### src/sv/lts_pkg.sv
// Shared types, widths, constants and pattern table of the line tracker
package lts_pkg;

  localparam int ERR_FULL_SCALE = 18;

  localparam int PAT_W      = 8;
  localparam int ANG_W      = 17;
  localparam int TIME_W     = 32;
  localparam int ERR_W      = 6;
  localparam int TURN_W     = 16;
  localparam int SPD_W      = 16;
  localparam int GAIN_W     = 16;
  localparam int LIM_W      = 15;
  localparam int COEF_W     = 9;
  localparam int IDLE_W     = 16;
  localparam int CFG_IDX_W  = 3;
  localparam int CFG_DATA_W = 16;

  // error magnitude after the full-scale clamp
  localparam int M_W = ($clog2(ERR_FULL_SCALE + 1) > 5) ? $clog2(ERR_FULL_SCALE + 1) : 5;

  // shared bit-serial multiplier
  localparam int MUL_A_W   = 33;
  localparam int MUL_B_W   = 17;
  localparam int MUL_P_W   = MUL_A_W + MUL_B_W;
  localparam int MUL_CNT_W = $clog2(MUL_B_W + 1);

  // drop = base * slow * m / (256 * full scale)
  localparam int DROP_DIV  = 256 * ERR_FULL_SCALE;
  localparam int DIVD_W    = 2 * SPD_W + M_W;
  localparam int REM_W     = $clog2(DROP_DIV) + 1;
  localparam int DIV_CNT_W = $clog2(DIVD_W + 1);

  localparam int SUM_W = 28;

  typedef enum logic [CFG_IDX_W-1:0] {
    CFG_ERR_GAIN    = 3'd0,
    CFG_FF_GAIN     = 3'd1,
    CFG_TURN_LIMIT  = 3'd2,
    CFG_BASE_SPEED  = 3'd3,
    CFG_SLOW_FACTOR = 3'd4,
    CFG_BRAKE_COEF  = 3'd5,
    CFG_ACCEL_COEF  = 3'd6,
    CFG_IDLE_LIMIT  = 3'd7
  } cfg_idx_t;

  typedef struct packed {
    logic               start;
    logic [MUL_A_W-1:0] a;
    logic [MUL_B_W-1:0] b;
  } mul_ctl_t;

  typedef struct packed {
    logic               done;
    logic [MUL_P_W-1:0] p;
  } mul_res_t;

  function automatic logic signed [ERR_W-1:0] lookup_error(logic [PAT_W-1:0] pat);
    logic signed [ERR_W-1:0] e;
    case (pat)
      8'he7:   e = 6'sd0;
      8'hcf:   e = 6'sd7;
      8'h9f:   e = 6'sd10;
      8'h3f:   e = 6'sd12;
      8'hf3:   e = -6'sd7;
      8'hf9:   e = -6'sd10;
      8'hfc:   e = -6'sd12;
      8'hef:   e = 6'sd4;
      8'hdf:   e = 6'sd6;
      8'hbf:   e = 6'sd7;
      8'h7f:   e = 6'sd14;
      8'hf7:   e = -6'sd4;
      8'hfb:   e = -6'sd6;
      8'hfd:   e = -6'sd9;
      8'hfe:   e = -6'sd14;
      8'h1f:   e = 6'sd16;
      8'hf8:   e = -6'sd6;
      8'h8f:   e = 6'sd18;
      default: e = 6'sd0;
    endcase
    return e;
  endfunction

endpackage

### src/sv/lts_in_if.sv
// Tick request channel: sensor pattern, camera angle and timestamp
interface lts_in_if;
  import lts_pkg::*;
  logic                     valid;
  logic                     ready;
  logic [PAT_W-1:0]         gray_pattern;
  logic                     angle_valid;
  logic signed [ANG_W-1:0]  line_angle;
  logic [TIME_W-1:0]        now_ms;
  modport source (output valid, gray_pattern, angle_valid, line_angle, now_ms, input ready);
  modport sink (input valid, gray_pattern, angle_valid, line_angle, now_ms, output ready);
endinterface

### src/sv/lts_out_if.sv
// Result channel: track error, turn rate and drive speed
interface lts_out_if;
  import lts_pkg::*;
  logic                     valid;
  logic                     ready;
  logic signed [ERR_W-1:0]  track_error;
  logic signed [TURN_W-1:0] turn_rate;
  logic [SPD_W-1:0]         drive_speed;
  modport source (output valid, track_error, turn_rate, drive_speed, input ready);
  modport sink (input valid, track_error, turn_rate, drive_speed, output ready);
endinterface

### src/sv/lts_cfg_if.sv
// Register write channel
interface lts_cfg_if;
  import lts_pkg::*;
  logic                  valid;
  logic                  ready;
  logic [CFG_IDX_W-1:0]  index;
  logic [CFG_DATA_W-1:0] data;
  modport source (output valid, index, data, input ready);
  modport sink (input valid, index, data, output ready);
endinterface

### src/sv/line_track_steer_speed.sv
// Line tracker: pattern to error, turn rate and smoothed speed per control tick
// One tick runs from request to result through five products on a shared
// bit-serial multiplier, each opened and closed by a start and done handshake, a
// 37-step restoring divide for the speed drop and the glue states S_TGT, S_SMP and
// S_DONE. The next request is taken on the cycle after the result is loaded, even
// while that result still waits on the output register; a result held longer than a
// whole tick stalls the next one in its last step.
module line_track_steer_speed (
  input logic        clk,
  input logic        rst,
  lts_in_if.sink     tick,
  lts_out_if.source  result,
  lts_cfg_if.sink    cfg
);
  import lts_pkg::*;

  typedef enum logic [3:0] {
    S_IDLE, S_FB, S_FF, S_BS, S_BSM, S_DIV, S_TGT, S_SMP, S_SM, S_DONE
  } state_t;

  state_t state;

  // registers
  logic signed [GAIN_W-1:0] err_gain, ff_gain;
  logic [LIM_W-1:0]         turn_limit;
  logic [SPD_W-1:0]         base_speed, slow_factor;
  logic [COEF_W-1:0]        brake_coef, accel_coef;
  logic [IDLE_W-1:0]        idle_limit_ms;

  logic [SPD_W-1:0]         smooth_speed;
  logic [TIME_W-1:0]        last_time;

  logic signed [ERR_W-1:0]  e_r;
  logic                     ang_ok;
  logic signed [ANG_W-1:0]  angle_r;
  logic                     neg_r;
  logic signed [SUM_W-1:0]  fb_r;
  logic signed [TURN_W-1:0] turn_r;
  logic [SPD_W-1:0]         tgt_r;
  logic [DIVD_W-1:0]        divq;
  logic [REM_W-1:0]         rem;
  logic [DIV_CNT_W-1:0]     div_cnt;

  logic                     out_valid;
  logic signed [ERR_W-1:0]  out_err;
  logic signed [TURN_W-1:0] out_turn;
  logic [SPD_W-1:0]         out_spd;

  mul_ctl_t mul_ctl;
  mul_res_t mul_res;

  lts_serial_mul u_mul (
    .clk (clk),
    .rst (rst),
    .ctl (mul_ctl),
    .res (mul_res)
  );

  function automatic logic [MUL_A_W-1:0] mag_of(logic signed [MUL_A_W-1:0] v);
    return v[MUL_A_W-1] ? MUL_A_W'(-v) : MUL_A_W'(v);
  endfunction

  // combinational helpers
  logic signed [ERR_W-1:0]  e_neg;
  logic [M_W-1:0]           e_mag, m_sel;
  logic [TIME_W-1:0]        gap;
  logic                     gap_long;
  logic signed [SUM_W-1:0]  fb_val, ff_val, w_sum, lim_s, w_clamp;
  logic [SUM_W-1:0]         fb_half, ff_mag;
  logic [REM_W-1:0]         rem_sh;
  logic                     q_bit;
  logic signed [SPD_W:0]    diff;
  logic [SPD_W+1:0]         delta;
  logic signed [SPD_W+2:0]  nxt;
  logic [SPD_W-1:0]         nxt_sat;

  always_comb begin
    e_neg   = -e_r;
    e_mag   = M_W'(e_r[ERR_W-1] ? e_neg : e_r);
    m_sel   = (e_mag > M_W'(ERR_FULL_SCALE)) ? M_W'(ERR_FULL_SCALE) : e_mag;
    gap      = tick.now_ms - last_time;
    gap_long = gap > TIME_W'(idle_limit_ms);

    // truncation toward zero: shift the magnitude, then restore the sign
    fb_half = SUM_W'(mul_res.p[MUL_P_W-1:1]);
    fb_val  = neg_r ? -$signed(fb_half) : $signed(fb_half);
    ff_mag  = SUM_W'(mul_res.p[MUL_P_W-1:8]);
    ff_val  = neg_r ? -$signed(ff_mag) : $signed(ff_mag);
    w_sum   = fb_r + (ang_ok ? ff_val : '0);
    lim_s   = $signed(SUM_W'(turn_limit));
    if (w_sum > lim_s)
      w_clamp = lim_s;
    else if (w_sum < -lim_s)
      w_clamp = -lim_s;
    else
      w_clamp = w_sum;

    rem_sh = {rem[REM_W-2:0], divq[DIVD_W-1]};
    q_bit  = rem_sh >= REM_W'(DROP_DIV);

    diff    = $signed({1'b0, tgt_r}) - $signed({1'b0, smooth_speed});
    delta   = (SPD_W + 2)'(mul_res.p[MUL_P_W-1:8]);
    nxt     = $signed({3'b0, smooth_speed}) +
              (neg_r ? -$signed({1'b0, delta}) : $signed({1'b0, delta}));
    if (nxt < 0)
      nxt_sat = '0;
    else if (nxt > $signed((SPD_W + 3)'({SPD_W{1'b1}})))
      nxt_sat = '1;
    else
      nxt_sat = SPD_W'(nxt);
  end

  assign tick.ready         = (state == S_IDLE);
  assign cfg.ready          = 1'b1;
  assign result.valid       = out_valid;
  assign result.track_error = out_err;
  assign result.turn_rate   = out_turn;
  assign result.drive_speed = out_spd;

  // register file
  always_ff @(posedge clk) begin
    if (rst) begin
      err_gain      <= 16'sd26;
      ff_gain       <= -16'sd15;
      turn_limit    <= 15'd512;
      base_speed    <= 16'd256;
      slow_factor   <= 16'd128;
      brake_coef    <= 9'd64;
      accel_coef    <= 9'd16;
      idle_limit_ms <= 16'd500;
    end else if (cfg.valid) begin
      case (cfg_idx_t'(cfg.index))
        CFG_ERR_GAIN:    err_gain      <= $signed(cfg.data);
        CFG_FF_GAIN:     ff_gain       <= $signed(cfg.data);
        CFG_TURN_LIMIT:  turn_limit    <= cfg.data[LIM_W-1:0];
        CFG_BASE_SPEED:  base_speed    <= cfg.data;
        CFG_SLOW_FACTOR: slow_factor   <= cfg.data;
        CFG_BRAKE_COEF:  brake_coef    <= cfg.data[COEF_W-1:0];
        CFG_ACCEL_COEF:  accel_coef    <= cfg.data[COEF_W-1:0];
        CFG_IDLE_LIMIT:  idle_limit_ms <= cfg.data;
        default: ;
      endcase
    end
  end

  always_ff @(posedge clk) begin
    if (rst) begin
      state         <= S_IDLE;
      out_valid     <= 1'b0;
      mul_ctl.start <= 1'b0;
      smooth_speed  <= '0;
      last_time     <= '0;
      div_cnt       <= '0;
    end else begin
      mul_ctl.start <= (state == S_IDLE && tick.valid) ||
                       ((state == S_FB || state == S_FF || state == S_BS) && mul_res.done) ||
                       (state == S_SMP);
      if (state == S_DONE && (!out_valid || result.ready))
        out_valid <= 1'b1;
      else if (result.valid && result.ready)
        out_valid <= 1'b0;
      case (state)
        S_IDLE: begin
          if (tick.valid) begin
            e_r       <= lookup_error(tick.gray_pattern);
            ang_ok    <= tick.angle_valid;
            angle_r   <= tick.line_angle;
            last_time <= tick.now_ms;
            if (gap_long)
              smooth_speed <= '0;
            mul_ctl.a     <= mag_of(MUL_A_W'(err_gain));
            mul_ctl.b     <= MUL_B_W'(mag_of(MUL_A_W'(lookup_error(tick.gray_pattern))));
            neg_r         <= err_gain[GAIN_W-1] ^ lookup_error(tick.gray_pattern)[ERR_W-1];
            state         <= S_FB;
          end
        end
        S_FB: begin
          if (mul_res.done) begin
            fb_r          <= fb_val;
            mul_ctl.a     <= mag_of(MUL_A_W'(angle_r));
            mul_ctl.b     <= MUL_B_W'(mag_of(MUL_A_W'(ff_gain)));
            neg_r         <= angle_r[ANG_W-1] ^ ff_gain[GAIN_W-1];
            state         <= S_FF;
          end
        end
        S_FF: begin
          if (mul_res.done) begin
            turn_r        <= TURN_W'(w_clamp);
            mul_ctl.a     <= MUL_A_W'(base_speed);
            mul_ctl.b     <= MUL_B_W'(slow_factor);
            state         <= S_BS;
          end
        end
        S_BS: begin
          if (mul_res.done) begin
            mul_ctl.a     <= MUL_A_W'(mul_res.p[2*SPD_W-1:0]);
            mul_ctl.b     <= MUL_B_W'(m_sel);
            state         <= S_BSM;
          end
        end
        S_BSM: begin
          if (mul_res.done) begin
            divq    <= mul_res.p[DIVD_W-1:0];
            rem     <= '0;
            div_cnt <= '0;
            state   <= S_DIV;
          end
        end
        S_DIV: begin
          rem     <= q_bit ? rem_sh - REM_W'(DROP_DIV) : rem_sh;
          divq    <= {divq[DIVD_W-2:0], q_bit};
          div_cnt <= div_cnt + 1'b1;
          if (div_cnt == DIV_CNT_W'(DIVD_W - 1))
            state <= S_TGT;
        end
        S_TGT: begin
          tgt_r <= (divq >= DIVD_W'(base_speed)) ? '0 : base_speed - SPD_W'(divq);
          state <= S_SMP;
        end
        S_SMP: begin
          mul_ctl.a     <= mag_of(MUL_A_W'(diff));
          mul_ctl.b     <= MUL_B_W'(diff[SPD_W] ? brake_coef : accel_coef);
          neg_r         <= diff[SPD_W];
          state         <= S_SM;
        end
        S_SM: begin
          if (mul_res.done) begin
            smooth_speed <= nxt_sat;
            state        <= S_DONE;
          end
        end
        S_DONE: begin
          if (!out_valid || result.ready) begin
            out_err   <= e_r;
            out_turn  <= turn_r;
            out_spd   <= smooth_speed;
            state     <= S_IDLE;
          end
        end
        default: state <= S_IDLE;
      endcase
    end
  end

endmodule

### src/sv/lts_serial_mul.sv
// Unsigned shift-add multiplier, one multiplier bit per cycle
module lts_serial_mul (
  input  logic              clk,
  input  logic              rst,
  input  lts_pkg::mul_ctl_t ctl,
  output lts_pkg::mul_res_t res
);
  import lts_pkg::*;

  logic [MUL_P_W-1:0]   acc;
  logic [MUL_A_W-1:0]   mcand;
  logic [MUL_CNT_W-1:0] cnt;
  logic                 busy;
  logic                 done;
  logic [MUL_A_W:0]     sum;
  logic [MUL_P_W-1:0]   acc_next;

  always_comb begin
    sum      = {1'b0, acc[MUL_P_W-1:MUL_B_W]} + (acc[0] ? {1'b0, mcand} : '0);
    acc_next = {sum, acc[MUL_B_W-1:1]};
  end

  always_ff @(posedge clk) begin
    if (rst) begin
      busy <= 1'b0;
      done <= 1'b0;
      cnt  <= '0;
    end else begin
      done <= 1'b0;
      if (ctl.start) begin
        busy <= 1'b1;
        cnt  <= '0;
      end else if (busy) begin
        cnt <= cnt + 1'b1;
        if (cnt == MUL_CNT_W'(MUL_B_W - 1)) begin
          busy <= 1'b0;
          done <= 1'b1;
        end
      end
    end
  end

  always_ff @(posedge clk) begin
    if (ctl.start) begin
      mcand <= ctl.a;
      acc   <= {{MUL_A_W{1'b0}}, ctl.b};
    end else if (busy) begin
      acc <= acc_next;
    end
  end

  assign res.done = done;
  assign res.p    = acc;

endmodule

### src/flat_wrapper.sv
// flat-port wrapper written by rule: the top's interface ports become plain ports
module line_track_steer_speed_flat import lts_pkg::*;
  (clk, rst, tick_valid, tick_gray_pattern, tick_angle_valid, tick_line_angle, tick_now_ms, tick_ready, result_valid, result_track_error, result_turn_rate, result_drive_speed, result_ready, cfg_valid, cfg_index, cfg_data, cfg_ready);
  lts_in_if tick_i ();
  lts_out_if result_i ();
  lts_cfg_if cfg_i ();
  input logic clk;
  input logic rst;
  input wire logic [$bits(tick_i.valid)-1:0] tick_valid;
  input wire logic [$bits(tick_i.gray_pattern)-1:0] tick_gray_pattern;
  input wire logic [$bits(tick_i.angle_valid)-1:0] tick_angle_valid;
  input wire logic [$bits(tick_i.line_angle)-1:0] tick_line_angle;
  input wire logic [$bits(tick_i.now_ms)-1:0] tick_now_ms;
  output wire logic [$bits(tick_i.ready)-1:0] tick_ready;
  output wire logic [$bits(result_i.valid)-1:0] result_valid;
  output wire logic [$bits(result_i.track_error)-1:0] result_track_error;
  output wire logic [$bits(result_i.turn_rate)-1:0] result_turn_rate;
  output wire logic [$bits(result_i.drive_speed)-1:0] result_drive_speed;
  input wire logic [$bits(result_i.ready)-1:0] result_ready;
  input wire logic [$bits(cfg_i.valid)-1:0] cfg_valid;
  input wire logic [$bits(cfg_i.index)-1:0] cfg_index;
  input wire logic [$bits(cfg_i.data)-1:0] cfg_data;
  output wire logic [$bits(cfg_i.ready)-1:0] cfg_ready;
  assign tick_i.valid = tick_valid;
  assign tick_i.gray_pattern = tick_gray_pattern;
  assign tick_i.angle_valid = tick_angle_valid;
  assign tick_i.line_angle = tick_line_angle;
  assign tick_i.now_ms = tick_now_ms;
  assign tick_ready = tick_i.ready;
  assign result_valid = result_i.valid;
  assign result_track_error = result_i.track_error;
  assign result_turn_rate = result_i.turn_rate;
  assign result_drive_speed = result_i.drive_speed;
  assign result_i.ready = result_ready;
  assign cfg_i.valid = cfg_valid;
  assign cfg_i.index = cfg_index;
  assign cfg_i.data = cfg_data;
  assign cfg_ready = cfg_i.ready;
  line_track_steer_speed u_core (.clk(clk), .rst(rst), .tick(tick_i), .result(result_i), .cfg(cfg_i));
endmodule
### config.mk
export PLATFORM = sky130hd
export DESIGN_NAME = line_track_steer_speed_flat
export DESIGN_NICKNAME = d
export VERILOG_FILES = /design/src/sv/lts_pkg.sv /design/src/sv/lts_in_if.sv /design/src/sv/lts_out_if.sv /design/src/sv/lts_cfg_if.sv /design/src/sv/line_track_steer_speed.sv /design/src/sv/lts_serial_mul.sv /design/src/flat_wrapper.sv
export SDC_FILE = /design/constraint.sdc
export NUM_CORES = 1
export LEC_CHECK = 0
export ABC_AREA = 1
export ABC_CLOCK_PERIOD_IN_PS = 5800
export BUFFER_PORTS_ARGS = -buffer_cell sky130_fd_sc_hd__buf_2
export CORE_MARGIN = 2
export CORE_UTILIZATION = 55
export DETAILED_ROUTE_END_ITERATION = 8
export PLACE_DENSITY = 0.72
export SYNTH_ARGS = -nofsm -noshare
export SYNTH_HDL_FRONTEND = slang
export SYNTH_SLANG_ARGS = --single-unit
### constraint.sdc
create_clock -name clk -period 5.8 [get_ports clk]
set_input_delay 0.87 -clock clk [delete_from_list [all_inputs] [get_ports clk]]
set_output_delay 0.87 -clock clk [all_outputs]
set_load 0.02 [all_outputs]
==> results.toml <==
[synthesis]
synth_area_leaders = "edfxtp_1 26%, dfxtp_1 13%, nand2_1 9.4%"
netlist_area_um2 = 31700
synth_area_per_cell_um2 = 7.53
synthCells = 4210
synth_async_sr_flop_share = 0
synth_top_area_cell = "edfxtp_1"
synth_cell_types = 68
ys.flop_type = "edfxtp_1"
synth_edf_count = 273
synth_seq_cells = 486
synthDominantCellAreaShare = 0.259
synth_warnings = 0
yosysSeqAreaShare = 0.393

[grt]
antenna_found_initial = 3
grt_pass1_vias = 26600
grt_overflow = 0
grt_use_total = 0.315
grt_max_degree = 94
grt_first_pass_wirelength_um = 148000

[layout]
mostFrequentLayoutCells = "796 x nand2_1, 620 x inv_1, 480 x nor2_1, 366 x o21ai_0, 340 x a21oi_1"
num-fill-cells = 5282
drive_above_1_share = 0.0750
area_growth_pct = 10.4
nets = 4629
post-route-util = 0.610
mostFrequentLayoutCell = "nand2_1"

[sta]
period_share = 0.909
relSlewSlack = 0.178
finClkSkew_ns = 0.0213
final_max_slew_viol_count = 0
hold_violations = 0
tightestPinTransition_ns = 1.23
setup_viol = 0
min_period_ns = 5.27
whs_ns = 0.418
fmax_ghz = 0.190
fin_ws_ns = 0.530

[floorplanning]
die-area_um2 = 59600
die_h_um = 244
rows = 88
core_um2 = 57400
die_w_um = 244
initial_core_util = 0.553
pin_count = 123

[worst_setup_path]
reg2reg_depth = 37
worst_r2r_endpoint = "u_core.turn_r[0]$_DFFE_PP_"
r2r-start = "u_core.u_mul.acc[9]$_DFFE_PP_"
slowest_delay_ns = 0.44
critPathMaxFanout = 12
r2r_slack_ns = 0.53
crit_path_frequent_cell = "nand2_1"
critPathArrivalTime_ns = 5.64
cp-start-kind = "flop"
worstSetupEndpointType = "flop"
cp.required_ns = 6.17
crit_slowest_cell = "edfxtp_1"
criticalPathCategory = "reg -> reg"

[clock_network]
htree_levels = 2
clock_sink_count = 486
hold_buffers = 0
clock_tree.root_cell = "clkbuf_16"
clockBufferDepth = 3
clk_pin_slew_worst_paths_ns = 0.06
clk_latency_ns = 0.63
cts-buffers-inserted = 53
cts_tree = "yes"

[power_and_ir_drop]
power.total_w = 0.0173
power.leakage_nw = 16.0
ir_worst_vdd_v = 0.000337
power.density_nw_per_um2 = 495

[min_path]
min_from = "u_core.mul_ctl[24]$_DFFE_PP_"
hold_depth = 0
hold_class = "reg -> reg"
min_to = "u_core.u_mul.mcand[7]$_DFFE_PP_"

[outcome]
status = "finished clean"

[drt]
drtPass1Iterations = 6
wl_um = 95600
drc = 0
via_per_inst = 5.68
ant_nets = 0
vias = 29100
drt-initial-drc-count = 2872
wl_per_cell_um = 18.6

[placement]
globalplace.congestion = 1.01
dp_hpwl_um = 72800
port_buffers = 121
dp_slack_ns = 0.273

[flow_run]
maxCapViolations = 0
-- stage by stage --
stage	instances	TNS [ns]	instance area, µm²
2_1_floorplan	4211	0	31700
3_3_place_gp	5026	0	33200
3_5_place_dp	5026	0	33200
4_1_cts	5126	0	34900
5_1_grt	5126	-0.0138	35000
6_report	5128	0	35000
-- cells by family after synthesis --
logic type | after synthesis | share of synthesized area
flip-flops | 486 | 0.393
XOR/XNOR | 159 | 0.0444
adder cells (fa/ha/maj) | 231 | 0.0926
AND/OR/NAND/NOR | 1724 | 0.232
AO/OA/AOI/OAI | 860 | 0.149
buffers and inverters | 748 | 0.0895
other | 2 | 0.000237
-- registers in the layout, indices dropped and copies added, names as in the netlist, 9 cells and up --
name / count
u_core.divq: 37
u_core.rem: 13
u_core.angle_r: 17
u_core.idle_limit_ms: 16
u_core.turn_limit: 15
u_core.tgt_r: 16
u_core.u_mul.acc: 50
u_core.ff_gain: 16
u_core.brake_coef: 9
u_core.smooth_speed: 16
u_core.result.turn_rate: 16
u_core.turn_r: 16
u_core.fb_r: 28
u_core.result.drive_speed: 16
u_core.accel_coef: 9
u_core.mul_ctl: 51
u_core.u_mul.mcand: 33
u_core.last_time: 32
u_core.slow_factor: 16
u_core.base_speed: 16
u_core.err_gain: 16
-- critical path: cells and delay by family (launching register included) --
kind / cells / cell delay (ns)
simple gates: 26 / 2.72
fa+ha+maj: 3 / 0.84
xor+xnor: 2 / 0.47
flops: 1 / 0.44
buf+inv: 5 / 0.34
compound gates: 1 / 0.22
-- how the worst max path moves through the flow --
stage	start	depth (start not counted)	endpoint
2_1_floorplan	u_core.u_mul.acc[9]$_DFFE_PP_	36	u_core.turn_r[0]$_DFFE_PP_
6_report	u_core.u_mul.acc[9]$_DFFE_PP_	37	u_core.turn_r[0]$_DFFE_PP_
3_3_place_gp	u_core.u_mul.acc[8]$_DFFE_PP_	35	u_core.turn_r[0]$_DFFE_PP_
3_5_place_dp	u_core.u_mul.acc[9]$_DFFE_PP_	35	u_core.turn_r[0]$_DFFE_PP_
5_1_grt	u_core.u_mul.acc[9]$_DFFE_PP_	37	u_core.turn_r[3]$_DFFE_PP_
4_1_cts	u_core.u_mul.acc[9]$_DFFE_PP_	35	u_core.turn_r[0]$_DFFE_PP_
-- timing repair --
| action | in CTS | in global routing |
|---|---|---|
| gates resized for setup | 0 | 10 |
| setup endpoints to repair | 0 | 16 |
| setup buffers | 0 | 0 |
-- cells in the mapped netlist, types with 5 or more instances --
cell / n
o32ai_1: 5
a21oi_1: 340
nand3b_1: 6
o31ai_1: 6
o21bai_1: 13
a221oi_1: 8
o22ai_1: 8
nor2_1: 485
edfxtp_1: 273
clkbuf_1: 87
clkinv_1: 11
o2111ai_1: 6
nand2_1: 798
o21ai_0: 367
nor3_1: 61
buf_1: 15
dfxtp_1: 213
inv_1: 620
o221ai_1: 13
o21a_1: 11
nor4_1: 20
fa_1: 6
nor3_2: 5
xor2_1: 114
nand4_1: 67
a31oi_1: 12
a211oi_1: 7
xnor2_1: 43
or2_2: 12
nand2_2: 13
ha_1: 225
nand3_1: 216
nand3_2: 8
inv_2: 8
o211ai_1: 21
a21o_1: 8
o21ai_1: 12
nor2_2: 8
-- power breakdown --
part           total [W]  internal, W  switching [W]
logic            0.00882      0.00287        0.00595
clock network    0.00345      0.00197        0.00148
registers        0.00505      0.00449       0.000563
total             0.0173      0.00934        0.00799
-- layer usage --
layer | GRT usage | up-vias | wire (µm)
met5 | 0 | - | 0
met4 | 0.112 | 0 | 3460
met3 | 0.0449 | 178 | 7680
met2 | 0.504 | 1143 | 42800
met1 | 0.436 | 13600 | 41600
li1 | - | 14200 | -
-- layout make-up --
class | count | area, µm² | area share
diodes | 2 | 5.00 | 0.000143
clock buffers | 74 | 1480 | 0.0422
inverters | 639 | 2400 | 0.0686
clock inverters | 26 | 300 | 0.00858
well taps | 765 | 957 | 0.0274
multi-input cells | 2977 | 16500 | 0.472
flip-flops and latches | 486 | 12500 | 0.356
repair buffers | 159 | 891 | 0.0255
Power figures use the tool's default switching activity.
